--- config.mk ---
export PLATFORM = sky130hd
export DESIGN_NAME = ascii85_stream_encoder_core_flat
export DESIGN_NICKNAME = d
export VERILOG_FILES = /design/src/hdl/a85_pkg.sv /design/src/hdl/a85_stream_ifs.sv /design/src/hdl/ascii85_stream_encoder_core.sv /design/src/hdl/a85_digit_pipe.sv /design/src/flat_wrapper.sv
export SDC_FILE = /design/constraint.sdc
export NUM_CORES = 2
export LEC_CHECK = 0
export BUFFER_PORTS_ARGS = -buffer_cell sky130_fd_sc_hd__buf_2
export CORE_MARGIN = 2
export CORE_UTILIZATION = 35
export CTS_BUF_LIST = sky130_fd_sc_hd__clkbuf_16
export DETAILED_ROUTE_END_ITERATION = 12
export PLACE_DENSITY_LB_ADDON = 0.15
export SYNTH_ARGS = -nofsm -noshare
export SYNTH_HDL_FRONTEND = slang
export SYNTH_SLANG_ARGS = --single-unit
--- constraint.sdc ---
create_clock -name clk_i -period 10.4 [get_ports clk_i]
set_input_delay 3.12 -clock clk_i [delete_from_list [all_inputs] [get_ports clk_i]]
set_output_delay 3.12 -clock clk_i [all_outputs]
set_load 0.05 [all_outputs]
--- src/hdl/a85_pkg.sv ---
package a85_pkg;

  // Line length default and the width of the group counter on a line.
  localparam int unsigned GroupsPerLineDflt = 16;
  localparam int unsigned LineW = 4;

  // Number of register stages in the base-85 digit pipeline.
  localparam int unsigned Stages = 5;

  localparam logic [6:0] DigitBase = 7'h21; // '!'
  localparam logic [6:0] CharZ     = 7'h7A; // 'z'
  localparam logic [6:0] CharNl    = 7'h0A;
  localparam logic [6:0] CharTilde = 7'h7E; // '~'
  localparam logic [6:0] CharGt    = 7'h3E; // '>'

  typedef enum logic {
    KIND_DATA  = 1'b0,
    KIND_CLOSE = 1'b1
  } kind_e;

  // What a job emits: leading digits (or 'z'), then optional newline and "~>".
  typedef struct packed {
    logic [2:0] n_digits;
    logic       zero_grp;
    logic       newline;
    logic       tail;
  } job_meta_t;

  // Base-85 digits, index 0 is the most significant one.
  typedef logic [4:0][6:0] digits_t;

endpackage

--- src/hdl/a85_stream_ifs.sv ---
interface a85_in_if;
  logic       valid;
  logic       ready;
  logic       kind;
  logic [7:0] data_byte;

  modport source (output valid, output kind, output data_byte, input ready);
  modport sink   (input valid, input kind, input data_byte, output ready);
endinterface

interface a85_out_if;
  logic       valid;
  logic       ready;
  logic [6:0] out_char;
  logic       run_last;

  modport source (output valid, output out_char, output run_last, input ready);
  modport sink   (input valid, input out_char, input run_last, output ready);
endinterface

--- src/hdl/ascii85_stream_encoder_core.sv ---
// ASCII85 stream encoder. Each input transfer is a data byte or a close
// command and is taken whenever the job register has room; a byte that does
// not finish a group only updates the group state. A finished group
// or a close becomes a job that runs through a job register and a five-stage
// pipeline of reciprocal multiplies by 1/85, then leaves through a character
// serializer at one character per cycle while the output is ready. A job
// gives one to six characters, the last one flagged by run_last; the
// serializer sets the sustained rate, with seven jobs buffered in flight.
module ascii85_stream_encoder_core import a85_pkg::*; #(
  parameter int unsigned GroupsPerLine = GroupsPerLineDflt
) (
  input logic      clk_i,
  input logic      rst_ni,
  a85_in_if.sink   in_i,
  a85_out_if.source out_o
);

  localparam int unsigned LimW = LineW + 1;
  localparam logic [LimW-1:0] LineLimit = LimW'(GroupsPerLine);

  logic [7:0]       bytes_q [4];
  logic [1:0]       fill_q;
  logic [LineW-1:0] line_q;

  logic      in_xfer;
  logic      job_gen;
  logic      line_full;
  logic [31:0] job_val;
  job_meta_t job_meta;

  logic        job_vld_q;
  logic [31:0] job_val_q;
  job_meta_t   job_meta_q;

  logic      pipe_ready, pipe_vld, ser_take;
  digits_t   pipe_dig;
  job_meta_t pipe_meta;

  logic      ser_vld_q;
  digits_t   ser_dig_q;
  job_meta_t ser_meta_q;
  logic [2:0] pos_q;

  logic [2:0] n_lead, n_total;
  logic [6:0] digit_sel, char_sel;
  logic       is_last, out_xfer;

  assign in_i.ready = !job_vld_q || pipe_ready;
  assign in_xfer    = in_i.valid && in_i.ready;
  assign line_full  = ({1'b0, line_q} + LimW'(1)) >= LineLimit;

  always_comb begin
    job_gen  = 1'b0;
    job_val  = '0;
    job_meta = '0;
    if (in_i.kind == KIND_DATA) begin
      if (fill_q == 2'd3) begin
        job_gen           = 1'b1;
        job_val           = {bytes_q[0], bytes_q[1], bytes_q[2], in_i.data_byte};
        job_meta.zero_grp = (job_val == 32'd0);
        job_meta.n_digits = job_meta.zero_grp ? 3'd0 : 3'd5;
        job_meta.newline  = line_full;
      end
    end else begin
      job_gen       = 1'b1;
      job_meta.tail = 1'b1;
      case (fill_q)
        2'd1:    job_val = {bytes_q[0], 24'd0};
        2'd2:    job_val = {bytes_q[0], bytes_q[1], 16'd0};
        2'd3:    job_val = {bytes_q[0], bytes_q[1], bytes_q[2], 8'd0};
        default: job_val = '0;
      endcase
      job_meta.n_digits = (fill_q == 2'd0) ? 3'd0 : ({1'b0, fill_q} + 3'd1);
    end
  end

  always_ff @(posedge clk_i or negedge rst_ni) begin
    if (!rst_ni) begin
      fill_q <= '0;
      line_q <= '0;
    end else if (in_xfer) begin
      if (in_i.kind == KIND_DATA) begin
        fill_q <= fill_q + 2'd1;
        if (fill_q == 2'd3) begin
          line_q <= line_full ? '0 : line_q + LineW'(1);
        end
      end else begin
        fill_q <= '0;
        line_q <= '0;
      end
    end
  end

  always_ff @(posedge clk_i) begin
    if (in_xfer && in_i.kind == KIND_DATA) begin
      bytes_q[fill_q] <= in_i.data_byte;
    end
  end

  // job register
  always_ff @(posedge clk_i or negedge rst_ni) begin
    if (!rst_ni) begin
      job_vld_q <= 1'b0;
    end else if (in_i.ready) begin
      job_vld_q <= in_xfer && job_gen;
    end
  end

  always_ff @(posedge clk_i) begin
    if (in_xfer && job_gen) begin
      job_val_q  <= job_val;
      job_meta_q <= job_meta;
    end
  end

  a85_digit_pipe u_digit_pipe (
    .clk_i        (clk_i),
    .rst_ni       (rst_ni),
    .in_valid_i   (job_vld_q),
    .in_ready_o   (pipe_ready),
    .in_value_i   (job_val_q),
    .in_meta_i    (job_meta_q),
    .out_valid_o  (pipe_vld),
    .out_ready_i  (ser_take),
    .out_digits_o (pipe_dig),
    .out_meta_o   (pipe_meta)
  );

  // character serializer
  always_comb begin
    n_lead  = ser_meta_q.zero_grp ? 3'd1 : ser_meta_q.n_digits;
    n_total = n_lead + {2'd0, ser_meta_q.newline} + {1'b0, ser_meta_q.tail, 1'b0};
    case (pos_q)
      3'd0:    digit_sel = ser_dig_q[0];
      3'd1:    digit_sel = ser_dig_q[1];
      3'd2:    digit_sel = ser_dig_q[2];
      3'd3:    digit_sel = ser_dig_q[3];
      3'd4:    digit_sel = ser_dig_q[4];
      default: digit_sel = '0;
    endcase
    if (pos_q < n_lead) begin
      char_sel = ser_meta_q.zero_grp ? CharZ : digit_sel + DigitBase;
    end else if (ser_meta_q.newline && pos_q == n_lead) begin
      char_sel = CharNl;
    end else if (pos_q == n_lead) begin
      char_sel = CharTilde;
    end else begin
      char_sel = CharGt;
    end
    is_last = (pos_q == n_total - 3'd1);
  end

  assign out_o.valid    = ser_vld_q;
  assign out_o.out_char = char_sel;
  assign out_o.run_last = is_last;
  assign out_xfer       = ser_vld_q && out_o.ready;
  assign ser_take       = !ser_vld_q || (out_xfer && is_last);

  always_ff @(posedge clk_i or negedge rst_ni) begin
    if (!rst_ni) begin
      ser_vld_q <= 1'b0;
      pos_q     <= '0;
    end else if (ser_take) begin
      ser_vld_q <= pipe_vld;
      pos_q     <= '0;
    end else if (out_xfer) begin
      pos_q <= pos_q + 3'd1;
    end
  end

  always_ff @(posedge clk_i) begin
    if (ser_take) begin
      ser_dig_q  <= pipe_dig;
      ser_meta_q <= pipe_meta;
    end
  end

endmodule

--- src/hdl/a85_digit_pipe.sv ---
module a85_digit_pipe import a85_pkg::*; (
  input  logic      clk_i,
  input  logic      rst_ni,
  input  logic      in_valid_i,
  output logic      in_ready_o,
  input  logic [31:0] in_value_i,
  input  job_meta_t in_meta_i,
  output logic      out_valid_o,
  input  logic      out_ready_i,
  output digits_t   out_digits_o,
  output job_meta_t out_meta_o
);

  // floor(x / 85) == (x * ceil(2^38 / 85)) >> 38 for every 32-bit x
  localparam logic [63:0] Recip85 = 64'h0000_0000_C0C0_C0C1;
  localparam int unsigned RecipShift = 38;

  function automatic logic [25:0] div85(input logic [31:0] x);
    logic [63:0] p;
    p = {32'd0, x} * Recip85;
    return p[RecipShift+25:RecipShift];
  endfunction

  function automatic logic [6:0] rem85(input logic [31:0] x, input logic [31:0] q);
    logic [31:0] r;
    r = x - q * 32'd85;
    return r[6:0];
  endfunction

  logic [Stages:0]   adv;
  logic [Stages-1:0] vld_q;
  job_meta_t         meta_q [Stages];

  // stage 1
  logic [31:0] v0_q;
  logic [25:0] q0_q;
  // stage 2
  logic [25:0] q0b_q;
  logic [19:0] q1_q;
  logic [6:0]  d4_2_q;
  // stage 3
  logic [19:0] q1b_q;
  logic [12:0] q2_q;
  logic [6:0]  d4_3_q, d3_3_q;
  // stage 4
  logic [12:0] q2b_q;
  logic [6:0]  q3_q;
  logic [6:0]  d4_4_q, d3_4_q, d2_4_q;
  // stage 5
  digits_t     dig_q;

  logic [25:0] q1_w, q2_w, q3_w;

  always_comb begin
    adv[Stages] = out_ready_i;
    for (int k = Stages - 1; k >= 0; k--) begin
      adv[k] = !vld_q[k] || adv[k+1];
    end
  end

  assign in_ready_o   = adv[0];
  assign out_valid_o  = vld_q[Stages-1];
  assign out_digits_o = dig_q;
  assign out_meta_o   = meta_q[Stages-1];

  assign q1_w = div85({6'd0, q0_q});
  assign q2_w = div85({12'd0, q1_q});
  assign q3_w = div85({19'd0, q2_q});

  always_ff @(posedge clk_i or negedge rst_ni) begin
    if (!rst_ni) begin
      vld_q <= '0;
    end else begin
      if (adv[0]) vld_q[0] <= in_valid_i;
      for (int k = 1; k < Stages; k++) begin
        if (adv[k]) vld_q[k] <= vld_q[k-1];
      end
    end
  end

  always_ff @(posedge clk_i) begin
    if (adv[0]) begin
      meta_q[0] <= in_meta_i;
      v0_q      <= in_value_i;
      q0_q      <= div85(in_value_i);
    end
    if (adv[1]) begin
      meta_q[1] <= meta_q[0];
      q0b_q     <= q0_q;
      q1_q      <= q1_w[19:0];
      d4_2_q    <= rem85(v0_q, {6'd0, q0_q});
    end
    if (adv[2]) begin
      meta_q[2] <= meta_q[1];
      q1b_q     <= q1_q;
      q2_q      <= q2_w[12:0];
      d4_3_q    <= d4_2_q;
      d3_3_q    <= rem85({6'd0, q0b_q}, {12'd0, q1_q});
    end
    if (adv[3]) begin
      meta_q[3] <= meta_q[2];
      q2b_q     <= q2_q;
      q3_q      <= q3_w[6:0];
      d4_4_q    <= d4_3_q;
      d3_4_q    <= d3_3_q;
      d2_4_q    <= rem85({12'd0, q1b_q}, {19'd0, q2_q});
    end
    if (adv[4]) begin
      meta_q[4] <= meta_q[3];
      dig_q[0]  <= q3_q;
      dig_q[1]  <= rem85({19'd0, q2b_q}, {25'd0, q3_q});
      dig_q[2]  <= d2_4_q;
      dig_q[3]  <= d3_4_q;
      dig_q[4]  <= d4_4_q;
    end
  end

endmodule

--- src/flat_wrapper.sv ---
// flat-port wrapper written by rule: the top's interface ports become plain ports
module ascii85_stream_encoder_core_flat import a85_pkg::*;
#(
  parameter int unsigned GroupsPerLine = GroupsPerLineDflt
)
  (clk_i, rst_ni, in_i_valid, in_i_kind, in_i_data_byte, in_i_ready, out_o_valid, out_o_out_char, out_o_run_last, out_o_ready);
  a85_in_if in_i_i ();
  a85_out_if out_o_i ();
  input logic clk_i;
  input logic rst_ni;
  input wire logic [$bits(in_i_i.valid)-1:0] in_i_valid;
  input wire logic [$bits(in_i_i.kind)-1:0] in_i_kind;
  input wire logic [$bits(in_i_i.data_byte)-1:0] in_i_data_byte;
  output wire logic [$bits(in_i_i.ready)-1:0] in_i_ready;
  output wire logic [$bits(out_o_i.valid)-1:0] out_o_valid;
  output wire logic [$bits(out_o_i.out_char)-1:0] out_o_out_char;
  output wire logic [$bits(out_o_i.run_last)-1:0] out_o_run_last;
  input wire logic [$bits(out_o_i.ready)-1:0] out_o_ready;
  assign in_i_i.valid = in_i_valid;
  assign in_i_i.kind = in_i_kind;
  assign in_i_i.data_byte = in_i_data_byte;
  assign in_i_ready = in_i_i.ready;
  assign out_o_valid = out_o_i.valid;
  assign out_o_out_char = out_o_i.out_char;
  assign out_o_run_last = out_o_i.run_last;
  assign out_o_i.ready = out_o_ready;
  ascii85_stream_encoder_core #(.GroupsPerLine(GroupsPerLine)) u_core (.clk_i(clk_i), .rst_ni(rst_ni), .in_i(in_i_i), .out_o(out_o_i));
endmodule
==> impl.org <==
** STA
- The smallest clock period supported by the final layout is computed as 7350 ps.
- In the finished design, the share of the clock period the worst path needs comes to 0.707.
- Final hold viol count :: 0
- For this run, the top clock speed supported by timing is 136 MHz.
- The clock arrives with 20.1 ps of skew.
- Setup violations remaining at the end of the flow were counted as 0.
- Setup TNS Final :: 0 ps
- Pin slew with the least headroom to its limit :: 1170 ps
- The worst pin sits at a relative slew slack of 0.221.
- Setup repair after global routing left no endpoint under its margin.
- The max-slew violation total from the final report came to 0.

** Floorplan
- For this configuration, the core starts out at a cell density of 0.354.
- The die covers 104000 sq um.
- From bottom edge to top edge, the die measures 323 microns.
- I/O pin cnt :: 23
- After floorplanning, the core was divided into 116 placement rows.
- The die is 323 microns wide.
- Std-Cell Core Area :: 100000 sq um

** Synth
- Yosys mapped a number of flops with a built-in enable equal to 304.
- sky130_fd_sc_hd__ha_1 takes more of the synthesized area than any other cell.
- The number of nets handed over by synthesis was 4344.
- Dominant synthesized flop cell :: sky130_fd_sc_hd__edfxtp_1
- Sequential share of the synthesized area :: 0.268
- By instance count, the leading cell after synthesis is sky130_fd_sc_hd__ha_1.
- List of most frequent post-synthesis cells :: sky130_fd_sc_hd__ha_1, sky130_fd_sc_hd__inv_1, sky130_fd_sc_hd__fa_1
- Distinct cells, synth :: 69
- Counting flops with an async set or reset pin after synthesis yields a share of 0.0500.
- Synthesized flop and latch total :: 320
- Warnings from Yosys :: 0
- Averaged over all synthesized cells, the footprint is 11.2 sq um.
- The share of synthesized area in the top cell type comes to 0.287.
- Syn Inst Count :: 3158
- Netlist area before placement :: 35500 sq um
- Yosys attributes the largest share of cell area to sky130_fd_sc_hd__ha_1, sky130_fd_sc_hd__edfxtp_1, sky130_fd_sc_hd__fa_1.

** Layout
- Footprint of the flip-flops and latches :: 9530 sq um
- Area added between synthesis and finish :: 8.58%
- After the last flow step, the layout net total stands at 4394.
- Fill cells in the final layout number 9825.
- Summing all multi-input logic gate instances after layout gives 23100 sq um.
- Post-layout util :: 0.384
- Proportion of layout cells with a drive suffix above 1 :: 0.0361
- Count of antenna diodes in the layout :: 0

** CTS
- Post-CTS Setup Bufs :: 0
- At the later pin of the worst-skew pair, clock insertion delay measures 560 ps.
- Library cell used as clock root buffer :: sky130_fd_sc_hd__clkbuf_16
- In this run the deepest clock path goes through 3 buffers.
- The number of hold buffers added after CTS was 0.
- CTS buffer count :: 38
- Once the clock tree was built, the resizer swapped 0 gates to a different size.
- Number of clock sinks :: 320
- Clock transition time at the flip-flop clock pins of the worst setup and hold paths :: 60 ps
- TritonCTS built the clock tree.
- H-Tree Level Count :: 2

** Setup path
- Most frequent cell on the critical path :: sky130_fd_sc_hd__buf_2
- In this run the critical register-to-register path is launched from u_core.job_val_q[6].
- Cell chain of the critical path :: buf_2 > a2111oi_4 > nand4_1 > buf_2
- Worst Path Arrival :: 4230 ps
- The critical path is of the in2out type.
- Data required, critical path :: 7280 ps
- CP max stage delay :: 460 ps
- Of all nets on the critical path, the largest fanout is 7.
- The most critical setup path has its startpoint at out_o_ready.
- Family with the most delay on the worst path :: compound AO/OA/AOI/OAI gates
- Nature of the critical path startpoint :: input port
- Crit. End Element :: output port
- The critical path contains buffers and inverters numbering 2 combined.
- Master of the slowest instance on the critical path :: sky130_fd_sc_hd__a2111oi_4

** Global routing
- Pin count of the biggest net entering global routing :: 43
- Global-route wire length before repair :: 128 mm
- Overall overflow remaining after global route :: 0
- Antenna violations before repair :: 1
- Number of global-route vias before repair :: 22600
- Global-route usage over all layers :: 0.160

** Route
- Violation count after the first detailed-routing iteration :: 905
- Average routed wire per standard cell :: 17.5 microns
- Count of vias placed by the detailed router :: 21400
- After detailed routing, the total wire length is 80.3 mm.
- The count of nets left with antenna violations once routing finished came out at 0.
- The pre-antenna-repair detailed-routing pass consisted of 5 iterations.
- For this run, design rule violations remaining after detail routing come to 0.
- Vias per std cell :: 4.65

** Run
- Max-cap check violation count :: 0

** Outcome
- The run finished with clean final reports.

** Placed design
- Number of buffer cells added on primary ports :: 22
- HPWL Detailed :: 69.4 mm
- Routability-driven placement finished with a final weighted congestion of 0.873.

** Min path
- HP Start :: u_core.u_digit_pipe.d3_3_q[2]
- The path class of the tightest hold or removal check is reg2reg.
flip-flops by register name (all words and copies together), names as in the netlist, 13 cells and up:
register                          cells
u_core.bytes_q                       24
u_core.u_digit_pipe.meta_q           30
u_core.ser_dig_q                     35
u_core.job_val_q                     32
u_core.u_digit_pipe.out_digits_o     35
u_core.u_digit_pipe.q0_q             26
u_core.u_digit_pipe.q2_q             13
u_core.u_digit_pipe.q1_q             20
per-stage QoR:
step | hold WS [ps] | instance area, sq um | instances | worst slack, ps
CTS | 415 | 38600 | 4595 | 2960
global route | 421 | 38600 | 4595 | 2590
finish | 412 | 38600 | 4595 | 3050
detailed placement | 405 | 37300 | 4525 | 2970
floorplan | 400 | 35500 | 3158 | 3220
global placement | 401 | 37300 | 4525 | 2970
cell usage in the layout (no fill, tap or decap), types with 21 or more instances in the layout:
cell type / n
sky130_fd_sc_hd__a21o_1: 66
sky130_fd_sc_hd__a21oi_1: 131
sky130_fd_sc_hd__and2_1: 39
sky130_fd_sc_hd__buf_2: 22
sky130_fd_sc_hd__clkbuf_16: 39
sky130_fd_sc_hd__edfxtp_1: 304
sky130_fd_sc_hd__fa_1: 359
sky130_fd_sc_hd__ha_1: 814
sky130_fd_sc_hd__inv_1: 756
sky130_fd_sc_hd__nand2_1: 96
sky130_fd_sc_hd__nand3_1: 21
sky130_fd_sc_hd__nand4_1: 32
sky130_fd_sc_hd__nor2_1: 51
sky130_fd_sc_hd__o21ai_0: 80
sky130_fd_sc_hd__xnor2_1: 95
sky130_fd_sc_hd__xor2_1: 40
worst paths after layout:
check / endpoint / slack (ps) / depth (start not counted)
setup / recovery: in_i_ready / 3050 / 4
hold / removal: u_core.u_digit_pipe.d3_4_q[2] / 410 / 0
setup reg to reg: u_core.u_digit_pipe.q0_q[17] / 3070 / 22
hold reg to reg: u_core.u_digit_pipe.d3_4_q[2] / 410 / 0
max in group asynchronous: u_core.line_q[1] / 7620 / 1
min in group asynchronous: u_core.out_o.valid / 2490 / 1
cell families after synthesis:
kind of cell | synth area share
flops | 0.268
compound gates | 0.0739
xor+xnor | 0.0339
mux | 0.00377
buf+inv | 0.0807
simple gates | 0.0501
fa+ha+maj | 0.489
routing by layer:
layer  global-route usage  part of all wire
met3               0.0124             0.017
met1                0.218              0.48
met4               0.0343             0.020
met2                0.276              0.49
met5                    0                 0
layout make-up:
type / instances / area share
multi-input combinational: 2075 / 0.600
clock inverter: 31 / 0.00701
tap: 1357 / 0.0440
clock buffer: 39 / 0.0253
inverter: 747 / 0.0727
sequential: 320 / 0.247
timing repair buffer: 26 / 0.00363
Power is not shown: default switching activity piles up to over one toggle a cycle in this logic, so the estimate is an artifact.
